$ cat config.mk
export PLATFORM = sky130hd
export DESIGN_NAME = go_back_n_sender_window
export DESIGN_NICKNAME = d
export VERILOG_FILES = /design/src/hdl/gbn_pkg.sv /design/src/hdl/gbn_frame_ram.sv /design/src/hdl/gbn_seq_ctrl.sv /design/src/hdl/gbn_out_stage.sv /design/src/hdl/go_back_n_sender_window.sv
export VERILOG_INCLUDE_DIRS = /design/src /design/src/hdl
export SDC_FILE = /design/constraint.sdc
export NUM_CORES = 1
export LEC_CHECK = 0
export ABC_CLOCK_PERIOD_IN_PS = 4400
export BUFFER_PORTS_ARGS = -buffer_cell sky130_fd_sc_hd__buf_2
export CAP_MARGIN = 0
export CELL_PAD_IN_SITES_DETAIL_PLACEMENT = 2
export CELL_PAD_IN_SITES_GLOBAL_PLACEMENT = 2
export CORE_UTILIZATION = 42
export CTS_CLUSTER_DIAMETER = 100
export DETAILED_ROUTE_END_ITERATION = 10
export PLACE_DENSITY = 0.75
export SYNTH_ARGS = -nofsm -noshare
export SYNTH_HDL_FRONTEND = slang
export SYNTH_HIERARCHICAL = 1
export SYNTH_SLANG_ARGS = --single-unit
$ cat constraint.sdc
create_clock -name clk -period 4.4 [get_ports clk]
set_clock_uncertainty 0.05 [all_clocks]
set_input_delay 0.22 -clock clk [delete_from_list [all_inputs] [get_ports clk]]
set_output_delay 0.22 -clock clk [all_outputs]
set_load 0.005 [all_outputs]
$ cat src/hdl/go_back_n_sender_window_defines.svh
// Assertion macros for the go-back-n sender window.
// Used by the top level only; needs signals clk and arst_n in scope.
`ifndef GO_BACK_N_SENDER_WINDOW_DEFINES_SVH
`define GO_BACK_N_SENDER_WINDOW_DEFINES_SVH

// Checked on every rising edge outside reset.
`define GBN_ASSERT(lbl, prop, msg) \
	lbl: assert property (@(posedge clk) disable iff (!arst_n) prop) else $error(msg);

// Checked on every rising edge, reset included.
`define GBN_ASSERT_ALWAYS(lbl, prop, msg) \
	lbl: assert property (@(posedge clk) prop) else $error(msg);

`endif

$ cat src/hdl/gbn_pkg.sv
// Shared types and constants for the go-back-n sender window.
// No dependencies; imported by every module of the block except the frame RAM.
package gbn_pkg;

	localparam int SEQ_BITS     = 3;
	localparam int PAYLOAD_BITS = 32;
	localparam int USER_W       = 2;
	localparam int IN_DATA_W    = ((PAYLOAD_BITS + SEQ_BITS + 7) / 8) * 8;
	localparam int OUT_DATA_W   = ((PAYLOAD_BITS + 3 * SEQ_BITS + 7) / 8) * 8;

	typedef logic [SEQ_BITS-1:0]     seq_t;
	typedef logic [PAYLOAD_BITS-1:0] payload_t;

	// Largest number of unacked frames
	localparam seq_t WINDOW = '1;

	typedef enum logic [1:0] {
		ACT_SEND    = 2'd0,
		ACT_ACK     = 2'd1,
		ACT_NAK     = 2'd2,
		ACT_TIMEOUT = 2'd3
	} action_t;

	typedef enum logic [1:0] {
		KIND_FRAME   = 2'd0,
		KIND_REFUSED = 2'd1,
		KIND_ACK     = 2'd2,
		KIND_NONE    = 2'd3
	} kind_t;

	typedef enum logic {
		ST_IDLE = 1'b0,
		ST_EMIT = 1'b1
	} state_t;

	// One result beat
	typedef struct packed {
		kind_t    kind;
		seq_t     seq;
		payload_t frame_data;
		seq_t     freed;
		seq_t     outstanding;
		logic     last;
	} result_t;

	// Window status seen by the top level
	typedef struct packed {
		seq_t next_seq;
		seq_t oldest;
		seq_t in_flight;
		logic busy;
	} status_t;

endpackage

$ cat src/hdl/gbn_frame_ram.sv
// Generic single-write, single-read synchronous RAM with a registered read port.
// Holds the payloads of outstanding frames; no dependencies.
module gbn_frame_ram #(
	parameter int ADDR_BITS = 3,
	parameter int DATA_BITS = 32
) (
	input  logic                 clk,
	input  logic                 wr_en,
	input  logic [ADDR_BITS-1:0] wr_addr,
	input  logic [DATA_BITS-1:0] wr_data,
	input  logic                 rd_en,
	input  logic [ADDR_BITS-1:0] rd_addr,
	output logic [DATA_BITS-1:0] rd_data
);

	logic [DATA_BITS-1:0] mem [(1 << ADDR_BITS)];

	// Write port
	always_ff @(posedge clk) begin
		if (wr_en) begin
			mem[wr_addr] <= wr_data;
		end
	end

	// Registered read port, data held until next read
	always_ff @(posedge clk) begin
		if (rd_en) begin
			rd_data <= mem[rd_addr];
		end
	end

endmodule

$ cat src/hdl/gbn_seq_ctrl.sv
// Window sequencer: send, cumulative ack and go-back-n retransmit.
// Depends on gbn_pkg; drives the frame RAM and the output stage.
module gbn_seq_ctrl (
	input  logic               clk,
	input  logic               arst_n,
	input  logic               in_valid,
	output logic               in_ready,
	input  gbn_pkg::action_t   in_action,
	input  gbn_pkg::payload_t  in_payload,
	input  gbn_pkg::seq_t      in_ack,
	input  logic               out_free,
	output gbn_pkg::result_t   res,
	output logic               res_load,
	output logic               ram_wr_en,
	output gbn_pkg::seq_t      ram_wr_addr,
	output gbn_pkg::payload_t  ram_wr_data,
	output logic               ram_rd_en,
	output gbn_pkg::seq_t      ram_rd_addr,
	input  gbn_pkg::payload_t  ram_rd_data,
	output gbn_pkg::status_t   status
);
	import gbn_pkg::*;

	state_t state_q;
	state_t state_d;
	seq_t   next_seq_q;
	seq_t   oldest_q;
	seq_t   in_flight_q;
	seq_t   rtx_ptr_q;
	seq_t   rtx_left_q;

	logic accept;
	logic is_rtx;
	logic full;
	seq_t ack_diff;
	logic ack_hit;
	seq_t ack_freed;
	logic rtx_start;
	logic rtx_step;
	logic rtx_done;

	// Handshake and window decode
	assign in_ready  = (state_q == ST_IDLE) && out_free;
	assign accept    = in_valid && in_ready;
	assign is_rtx    = (in_action == ACT_NAK) || (in_action == ACT_TIMEOUT);
	assign full      = (in_flight_q == WINDOW);
	assign ack_diff  = in_ack - oldest_q;
	assign ack_hit   = (ack_diff < in_flight_q);
	assign ack_freed = ack_diff + seq_t'(1);
	assign rtx_start = accept && is_rtx && (in_flight_q != '0);
	assign rtx_step  = (state_q == ST_EMIT) && out_free;
	assign rtx_done  = (rtx_left_q == seq_t'(1));

	// Next state
	always_comb begin
		state_d = state_q;
		case (state_q)
			ST_IDLE: begin
				if (rtx_start) begin
					state_d = ST_EMIT;
				end
			end
			ST_EMIT: begin
				if (out_free && rtx_done) begin
					state_d = ST_IDLE;
				end
			end
			default: state_d = ST_IDLE;
		endcase
	end

	// Result beat and RAM control
	always_comb begin
		res             = '0;
		res.kind        = KIND_FRAME;
		res_load        = 1'b0;
		ram_wr_en       = 1'b0;
		ram_wr_addr     = next_seq_q;
		ram_wr_data     = in_payload;
		ram_rd_en       = 1'b0;
		ram_rd_addr     = oldest_q;
		case (state_q)
			ST_IDLE: begin
				if (accept) begin
					res.last = 1'b1;
					case (in_action)
						ACT_SEND: begin
							res_load = 1'b1;
							res.seq  = next_seq_q;
							if (full) begin
								res.kind        = KIND_REFUSED;
								res.outstanding = in_flight_q;
							end else begin
								ram_wr_en       = 1'b1;
								res.kind        = KIND_FRAME;
								res.frame_data  = in_payload;
								res.outstanding = in_flight_q + seq_t'(1);
							end
						end
						ACT_ACK: begin
							res_load = 1'b1;
							res.kind = KIND_ACK;
							if (ack_hit) begin
								res.freed       = ack_freed;
								res.outstanding = in_flight_q - ack_freed;
							end else begin
								res.outstanding = in_flight_q;
							end
						end
						default: begin
							// nak or timeout: fetch oldest frame, or report idle window
							if (in_flight_q == '0) begin
								res_load = 1'b1;
								res.kind = KIND_NONE;
							end else begin
								ram_rd_en = 1'b1;
							end
						end
					endcase
				end
			end
			ST_EMIT: begin
				if (rtx_step) begin
					res_load        = 1'b1;
					res.kind        = KIND_FRAME;
					res.seq         = rtx_ptr_q;
					res.frame_data  = ram_rd_data;
					res.outstanding = in_flight_q;
					res.last        = rtx_done;
					// prefetch the following frame
					ram_rd_en       = !rtx_done;
					ram_rd_addr     = rtx_ptr_q + seq_t'(1);
				end
			end
			default: begin
				res_load = 1'b0;
			end
		endcase
	end

	// State register
	always_ff @(posedge clk or negedge arst_n) begin
		if (!arst_n) begin
			state_q <= ST_IDLE;
		end else begin
			state_q <= state_d;
		end
	end

	// Window pointers
	always_ff @(posedge clk or negedge arst_n) begin
		if (!arst_n) begin
			next_seq_q  <= '0;
			oldest_q    <= '0;
			in_flight_q <= '0;
		end else if (accept) begin
			if (in_action == ACT_SEND && !full) begin
				next_seq_q  <= next_seq_q + seq_t'(1);
				in_flight_q <= in_flight_q + seq_t'(1);
			end else if (in_action == ACT_ACK && ack_hit) begin
				oldest_q    <= in_ack + seq_t'(1);
				in_flight_q <= in_flight_q - ack_freed;
			end
		end
	end

	// Retransmit walk
	always_ff @(posedge clk or negedge arst_n) begin
		if (!arst_n) begin
			rtx_ptr_q  <= '0;
			rtx_left_q <= '0;
		end else if (rtx_start) begin
			rtx_ptr_q  <= oldest_q;
			rtx_left_q <= in_flight_q;
		end else if (rtx_step) begin
			rtx_ptr_q  <= rtx_ptr_q + seq_t'(1);
			rtx_left_q <= rtx_left_q - seq_t'(1);
		end
	end

	assign status.next_seq  = next_seq_q;
	assign status.oldest    = oldest_q;
	assign status.in_flight = in_flight_q;
	assign status.busy      = (state_q == ST_EMIT);

endmodule

$ cat src/hdl/gbn_out_stage.sv
// Output register for result beats; lets the sequencer load while a beat drains.
// Depends on gbn_pkg.
module gbn_out_stage (
	input  logic             clk,
	input  logic             arst_n,
	input  logic             load,
	input  gbn_pkg::result_t din,
	output logic             free,
	output logic             out_valid,
	input  logic             out_ready,
	output gbn_pkg::result_t dout
);
	import gbn_pkg::*;

	logic    valid_q;
	result_t beat_q;

	assign free      = !valid_q || out_ready;
	assign out_valid = valid_q;
	assign dout      = beat_q;

	// Valid flag
	always_ff @(posedge clk or negedge arst_n) begin
		if (!arst_n) begin
			valid_q <= 1'b0;
		end else if (load) begin
			valid_q <= 1'b1;
		end else if (out_ready) begin
			valid_q <= 1'b0;
		end
	end

	// Payload, no reset
	always_ff @(posedge clk) begin
		if (load) begin
			beat_q <= din;
		end
	end

endmodule

$ cat src/hdl/go_back_n_sender_window.sv
// Go-back-n ARQ sender window, top level.
// Channels: s_axis carries requests (tuser = action: send, ack, nak, timeout;
// tdata = payload and ack number). m_axis carries results (tuser = kind,
// tlast = final beat of a request, tdata = seq, frame data, freed, outstanding).
// A send stores its payload in the frame RAM and returns one frame beat, or a
// refusal when seven frames are outstanding. An ack returns one beat with the
// count of frames it released. A nak or timeout returns a none beat when nothing
// is outstanding, else replays every outstanding frame oldest first, tlast on
// the last one. A send, ack or none result is registered in the output stage and
// appears in the cycle after its request is taken; a retransmit first reads the
// oldest frame into the RAM read register. Throughput: one request every cycle
// for send and ack, and one replayed beat per cycle, while the output stage is
// free; a retransmit holds s_axis_tready low until its last beat is loaded,
// paced by the single RAM read port. Reset clears the sequence numbers and the
// window count; the frame RAM is not cleared and needs no sweep, so requests are
// taken right after reset. When the receiver stalls, the output register holds
// its beat and s_axis_tready drops until it is taken. Depends on gbn_pkg,
// gbn_frame_ram, gbn_seq_ctrl, gbn_out_stage and the assertion macros header.
`include "go_back_n_sender_window_defines.svh"

module go_back_n_sender_window (
	input  logic                           clk,
	input  logic                           arst_n,
	input  logic                           s_axis_tvalid,
	output logic                           s_axis_tready,
	// tdata: payload[31:0], ack_number[34:32], zero fill
	input  logic [gbn_pkg::IN_DATA_W-1:0]  s_axis_tdata,
	// tuser: action[1:0]
	input  logic [gbn_pkg::USER_W-1:0]     s_axis_tuser,
	output logic                           m_axis_tvalid,
	input  logic                           m_axis_tready,
	// tdata: seq[2:0], frame_data[34:3], freed[37:35], outstanding[40:38], zero fill
	output logic [gbn_pkg::OUT_DATA_W-1:0] m_axis_tdata,
	// tuser: kind[1:0]
	output logic [gbn_pkg::USER_W-1:0]     m_axis_tuser,
	output logic                           m_axis_tlast
);
	import gbn_pkg::*;

	action_t  in_action;
	payload_t in_payload;
	seq_t     in_ack;
	result_t  res;
	logic     res_load;
	logic     out_free;
	result_t  beat;
	logic     ram_wr_en;
	seq_t     ram_wr_addr;
	payload_t ram_wr_data;
	logic     ram_rd_en;
	seq_t     ram_rd_addr;
	payload_t ram_rd_data;
	status_t  status;

	// Request unpacking
	assign in_action  = action_t'(s_axis_tuser);
	assign in_payload = s_axis_tdata[PAYLOAD_BITS-1:0];
	assign in_ack     = s_axis_tdata[PAYLOAD_BITS +: SEQ_BITS];

	gbn_seq_ctrl u_ctrl (
		.clk         (clk),
		.arst_n      (arst_n),
		.in_valid    (s_axis_tvalid),
		.in_ready    (s_axis_tready),
		.in_action   (in_action),
		.in_payload  (in_payload),
		.in_ack      (in_ack),
		.out_free    (out_free),
		.res         (res),
		.res_load    (res_load),
		.ram_wr_en   (ram_wr_en),
		.ram_wr_addr (ram_wr_addr),
		.ram_wr_data (ram_wr_data),
		.ram_rd_en   (ram_rd_en),
		.ram_rd_addr (ram_rd_addr),
		.ram_rd_data (ram_rd_data),
		.status      (status)
	);

	gbn_frame_ram #(
		.ADDR_BITS (SEQ_BITS),
		.DATA_BITS (PAYLOAD_BITS)
	) u_ram (
		.clk     (clk),
		.wr_en   (ram_wr_en),
		.wr_addr (ram_wr_addr),
		.wr_data (ram_wr_data),
		.rd_en   (ram_rd_en),
		.rd_addr (ram_rd_addr),
		.rd_data (ram_rd_data)
	);

	gbn_out_stage u_out (
		.clk       (clk),
		.arst_n    (arst_n),
		.load      (res_load),
		.din       (res),
		.free      (out_free),
		.out_valid (m_axis_tvalid),
		.out_ready (m_axis_tready),
		.dout      (beat)
	);

	// Result packing
	assign m_axis_tdata = OUT_DATA_W'({beat.outstanding, beat.freed, beat.frame_data, beat.seq});
	assign m_axis_tuser = USER_W'(beat.kind);
	assign m_axis_tlast = beat.last;

	// Window count always matches the pointer distance
	`GBN_ASSERT(a_window_count, (seq_t'(status.next_seq - status.oldest) == status.in_flight), "count off")
	// No request taken during a retransmit walk
	`GBN_ASSERT(a_busy_blocks_input, (status.busy |-> !s_axis_tready), "taken while busy")
	// The final beat of a request returns the sequencer to idle
	`GBN_ASSERT(a_last_ends_walk, ((res_load && res.last) |=> !status.busy), "busy after last")
	// A beat is never loaded over one that is still stalled
	`GBN_ASSERT(a_no_overwrite, ((m_axis_tvalid && !m_axis_tready) |-> !res_load), "beat overwritten")

endmodule

Word-level counts from Yosys, hierarchy flattened. Memories as Yosys holds them, arrays and structs flattened. A register that Yosys moved wholly into a read port is not among the register bits. Index checks and enable logic that the tools add are counted.

Register bits: 61. Memory bits (writable): 256. Input bits: 46. Output and inout bits: 53. Word-level logic and storage cells: 101. Memories kept: 1.

$add $sub $neg: 8. Order comparisons: 1. Equality and inequality tests: 5. Muxes and demuxes: 44. Bitwise gates (word level): 5. Reductions and logical operators: 24.

Memories: u_ram.mem (words 8, width 32, read ports 1, clocked after Yosys merged registers in 1, write ports 1, RTL line gbn_frame_ram.sv:16) `logic [DATA_BITS-1:0] mem [(1 << ADDR_BITS)];`.

Operators with widths (number): $pmux W37 S2 (1); $mux W35 (2); $mux W44 (1); $mux W3 (12); $mux W32 (1); $mux W1 (19); $add A3 B1 Y3 const B (5); $logic_and A1 B1 Y1 (8); $pmux W4 S2 (1); $pmux W1 S2 (3); $pmux W3 S2 (1); $reduce_bool A2 Y1 (3); $sub A3 B3 Y3 (2); $not A1 Y1 (5); $eq A2 B2 Y1 const B (2); $mux W4 (1); $pmux W2 S2 (1); $reduce_and A2 Y1 (2); $reduce_or A4 Y1 (1); $eq A3 B1 Y1 const B (1); $eq A3 B3 Y1 const B (1); $logic_not A1 Y1 (3); $logic_not A3 Y1 (1); $lt A3 B3 Y1 (1); 8 further kinds (9).

Depth between registers and ports, before layout.
Depth after elaboration: 8. Gate-level depth with buffers: 11. Gate-level depth less buffers: 11.

Cells and area by module. Netlist, hierarchy kept.

Modules (own cells, without submodules): gbn_frame_ram (instances 1, cells an instance 415, area an instance 10786.6 µm², sequential area each 8648.3 µm²); gbn_seq_ctrl (instances 1, cells an instance 225, area an instance 1933.1 µm², sequential area each 400.4 µm²); gbn_out_stage (instances 1, cells an instance 47, area an instance 1368.8 µm², sequential area each 1346.3 µm²); go_back_n_sender_window (instances 1, cells an instance 8, area an instance 56.3 µm², sequential area each 0.0 µm²).

Worst setup path before layout. No wires, ideal clock.

Path kind: reg-to-reg. Start: register u_ctrl.in_flight_q[0]. End: memory u_ram.mem[0][0] (enable). Library setup time: 0.461 ns. Data arrival time: 3.885 ns. Required time: 3.889 ns. Setup slack: 0.004 ns. Cell stages (with the launch flop): 9. Buffers on the path: 2. Period minus slack after synthesis: 4.396 ns. Cells stage by stage: dfrtp_1 -> ha_1 -> ha_1 -> or3_1 -> buf_2 -> nor2_2 -> buf_2 -> nand2b_1 -> nor3_1.

Word-level cells in the longest chain between the ends: 7.

RTL lines: start, declared (RTL line gbn_seq_ctrl.sv:28) `seq_t in_flight_q;`; start signal, assigned (RTL line gbn_seq_ctrl.sv:159) `in_flight_q <= in_flight_q + seq_t'(1);`; start signal, assigned (RTL line gbn_seq_ctrl.sv:162) `in_flight_q <= in_flight_q - ack_freed;`; $eq A3 B3 Y1 (RTL line gbn_seq_ctrl.sv:46) `assign full = (in_flight_q == WINDOW);`; $mux W1 (RTL line gbn_seq_ctrl.sv:90) `if (full) begin`; $mux W1 (RTL line gbn_seq_ctrl.sv:86) `case (in_action)`; $mux W1 (RTL line gbn_seq_ctrl.sv:84) `if (accept) begin`; $mux W1 (RTL line gbn_seq_ctrl.sv:82) `case (state_q)`; via ram_wr_en (RTL line go_back_n_sender_window.sv:47) `logic ram_wr_en;`; $mux W1 (RTL line gbn_frame_ram.sv:20) `if (wr_en) begin`; $mux W1 (implied by the code) (RTL line gbn_frame_ram.sv:21) `mem[wr_addr] <= wr_data;`; end, declared (RTL line gbn_frame_ram.sv:16).

The timed path passes the listed nets, and every way through them passes these cells.

Worst setup path after layout.
Start: register u_ctrl.rtx_ptr_q[0]. End: register u_ram.rd_data[31], read port of u_ram.mem (data pin).

Word-level cells in the longest chain between the ends: 3.

RTL lines: start, declared (RTL line gbn_seq_ctrl.sv:29) `seq_t rtx_ptr_q;`; start signal, assigned (RTL line gbn_seq_ctrl.sv:173) `rtx_ptr_q <= oldest_q;`; start signal, assigned (RTL line gbn_seq_ctrl.sv:176) `rtx_ptr_q <= rtx_ptr_q + seq_t'(1);`; $add A3 B1 Y3 (RTL line gbn_seq_ctrl.sv:132) `ram_rd_addr = rtx_ptr_q + seq_t'(1);`; $mux W3 (RTL line gbn_seq_ctrl.sv:123) `if (rtx_step) begin`; $mux W3 (RTL line gbn_seq_ctrl.sv:82); via ram_rd_addr[2] (RTL line go_back_n_sender_window.sv:51) `seq_t ram_rd_addr;`; end, declared (RTL line gbn_frame_ram.sv:13) `output logic [DATA_BITS-1:0] rd_data`.

The timed path passes the listed nets, and every way through them passes these cells. A chain may end at the register's enable or synchronous reset.

==> flow_summary.toml <==
[floorplan]
die_h_um = 185
initial_core_util_pct = 43.1
coreArea_mm2 = 0.0328
placementRows = 66
pin_count = 99
dieArea_mm2 = 0.0343
die_w_um = 185

[finish]
area_delta_synth_final_pct = 16.2
final_util_pct = 50.0
fin_cells = 1271
drive_above_1_share_pct = 28.2
fillers = 2858
fin_nets = 866
diodes = 0

[timing]
finalSetupTns_ns = 0
rsz0062_at_grt = "no"
drv_slew = 0
hold_violations = 0
whs_ns = 0.00173
max_slew_margin_pct = 10.5
period_share_pct = 79.5
period_minus_slack_ns = 3.50
max_freq_mhz = 286
setup_viol = 0
worst_slew_pin_slew_ns = 1.34

[routing]
vias = 7022
avgRoutedWirePerCell_um = 28.0
drc = 0
postRouteAntennaNets = 0
wl_um = 35500
drtIter0Drc = 390
via_per_inst = 5.52
first_pass_iters = 5

[outcome]
outcome = "completed"

[setup_path]
crit_path_max_fanout = 36
start_kind = "register"
crit_required_ns = 4.63
crit_type = "reg -> reg"
cp-end-kind = "register"
arrival_ns = 3.73

[clock_tree]
cts.repair.resized = 0
ctsHoldBuffers = 33
post_cts_buffers = 0
cts_sinks = 349
numCtsBuffers = 38
insertion_delay_ns = 0.53
ctsLongestPathBuffers = 3
clk_pin_slew_ns = 0.06
root_buffer = "clkbuf_16"
h-tree-depth = 2
cts_tree = "yes"

[flow_run]
max-cap-violations = 0

[grt]
gr-usage-all-layers_pct = 21.6
grt_pass1_wl_um = 52600
antenna_found_initial = 0
grt_max_degree = 37
grt_pass1_vias = 7865
overflow = 0

[synthesis]
yosys_warnings = 6
synth.avg_cell_area_um2 = 20.4
netlist_area_mm2 = 0.0141
syn_inst = 691

[power]
p_leak_nw = 5.68
irDropWorstVdd_mv = 0.473
power_per_cell_area_mw_per_mm2 = 709
p_total_mw = 11.6

[placement]
place_congestion = 0.808
dp_cells = 1172
io_buffer_count = 86
dpl.hpwl_um = 21000

[worst_hold_path]
hp-class = "in -> reg"
[sequential cells by signal, summed over array words and instances (netlist names)]
register and flops:
u_out/out_valid 1, u_ram/mem 256, u_ram/rd_data 32, u_ctrl/in_flight_q 3, u_ctrl/oldest_q 3, u_ctrl/state_q 1
u_out/dout 44, u_ctrl/rtx_left_q 3, u_ctrl/ram_wr_addr 3, u_ctrl/rtx_ptr_q 3
[final cells by class]
type	count	area [µm²]	area share (%)
Tap cell	442	553	3.37
Inverter	13	48.8	0.297
Sequential cell	349	10400	63.4
Timing Repair Buffer	135	931	5.68
Clock inverter	17	128	0.778
Clock buffer	49	1030	6.30
Multi-Input combinational cell	266	3310	20.2
[metal layers]
layer  GRT usage, %  up-vias  routed length [µm]  share of wire, %
li1               -     2993                   -                 -
met1           28.2     3749               14900                42
met2           38.2      220               18400                52
met3           2.79       60                1550               4.4
met4           5.49        0                 711               2.0
met5              0        -                   0                 0
[critical path, cell delays in order, from the launching register on]
cell	delay, ns
dfrtp_1	0.45
ha_1	0.27
xnor2_1	0.17
o21ai_4	1.01
buf_4	0.57
mux4_2	0.40
mux2_2	0.29
[report_power, final]
group	internal [mW]	switching [mW]
Clock	1.72	1.29
Sequential	4.42	0.279
Combinational	1.83	2.10
Total	7.97	3.66
[path summary, 6_finish.rpt]
| kind | start | to | slack, ns | depth (start not counted) |
|---|---|---|---|---|
| setup / recovery | u_ctrl/rtx_ptr_q[0]$_DFFE_PN0P_ | u_ram/rd_data[31]$_DFFE_PP_ | 0.90 | 6 |
| hold / removal | s_axis_tdata[5] | u_ram/mem[1][5]$_DFFE_PP_ | 0.002 | 1 |
| setup reg to reg | u_ctrl/rtx_ptr_q[0]$_DFFE_PN0P_ | u_ram/rd_data[31]$_DFFE_PP_ | 0.90 | 6 |
| hold reg to reg | u_ctrl/rtx_left_q[1]$_DFFE_PN0P_ | u_ctrl/rtx_left_q[1]$_DFFE_PN0P_ | 0.48 | 2 |
| max in group asynchronous | arst_n | u_ctrl/in_flight_q[1]$_DFFE_PN0P_ | 3.82 | 2 |
| min in group asynchronous | arst_n | u_out/out_valid$_DFFE_PN0P_ | 0.14 | 2 |
[cells in the final DEF (no fill, tap or decap), drive strengths merged, types with 7 or more instances in the layout]
master,n
dfrtp,17
clkinv,14
clkbuf,49
dlygate4sd3,33
mux2,33
buf,102
nor2,15
o21ai,11
edfxtp,332
ha,15
xnor2,7
nand2,28
mux4,64
conb,7
inv,13
a22o,35
[stage by stage]
step | cell area, µm² | setup WS, ns
2_1_floorplan | 14100 | 0.00433
3_3_place_gp | 14900 | 1.06
3_5_place_dp | 14900 | 0.865
4_1_cts | 16400 | 0.823
5_1_grt | 16400 | 0.765
6_report | 16400 | 0.902
Power figures use the tool's default switching activity.
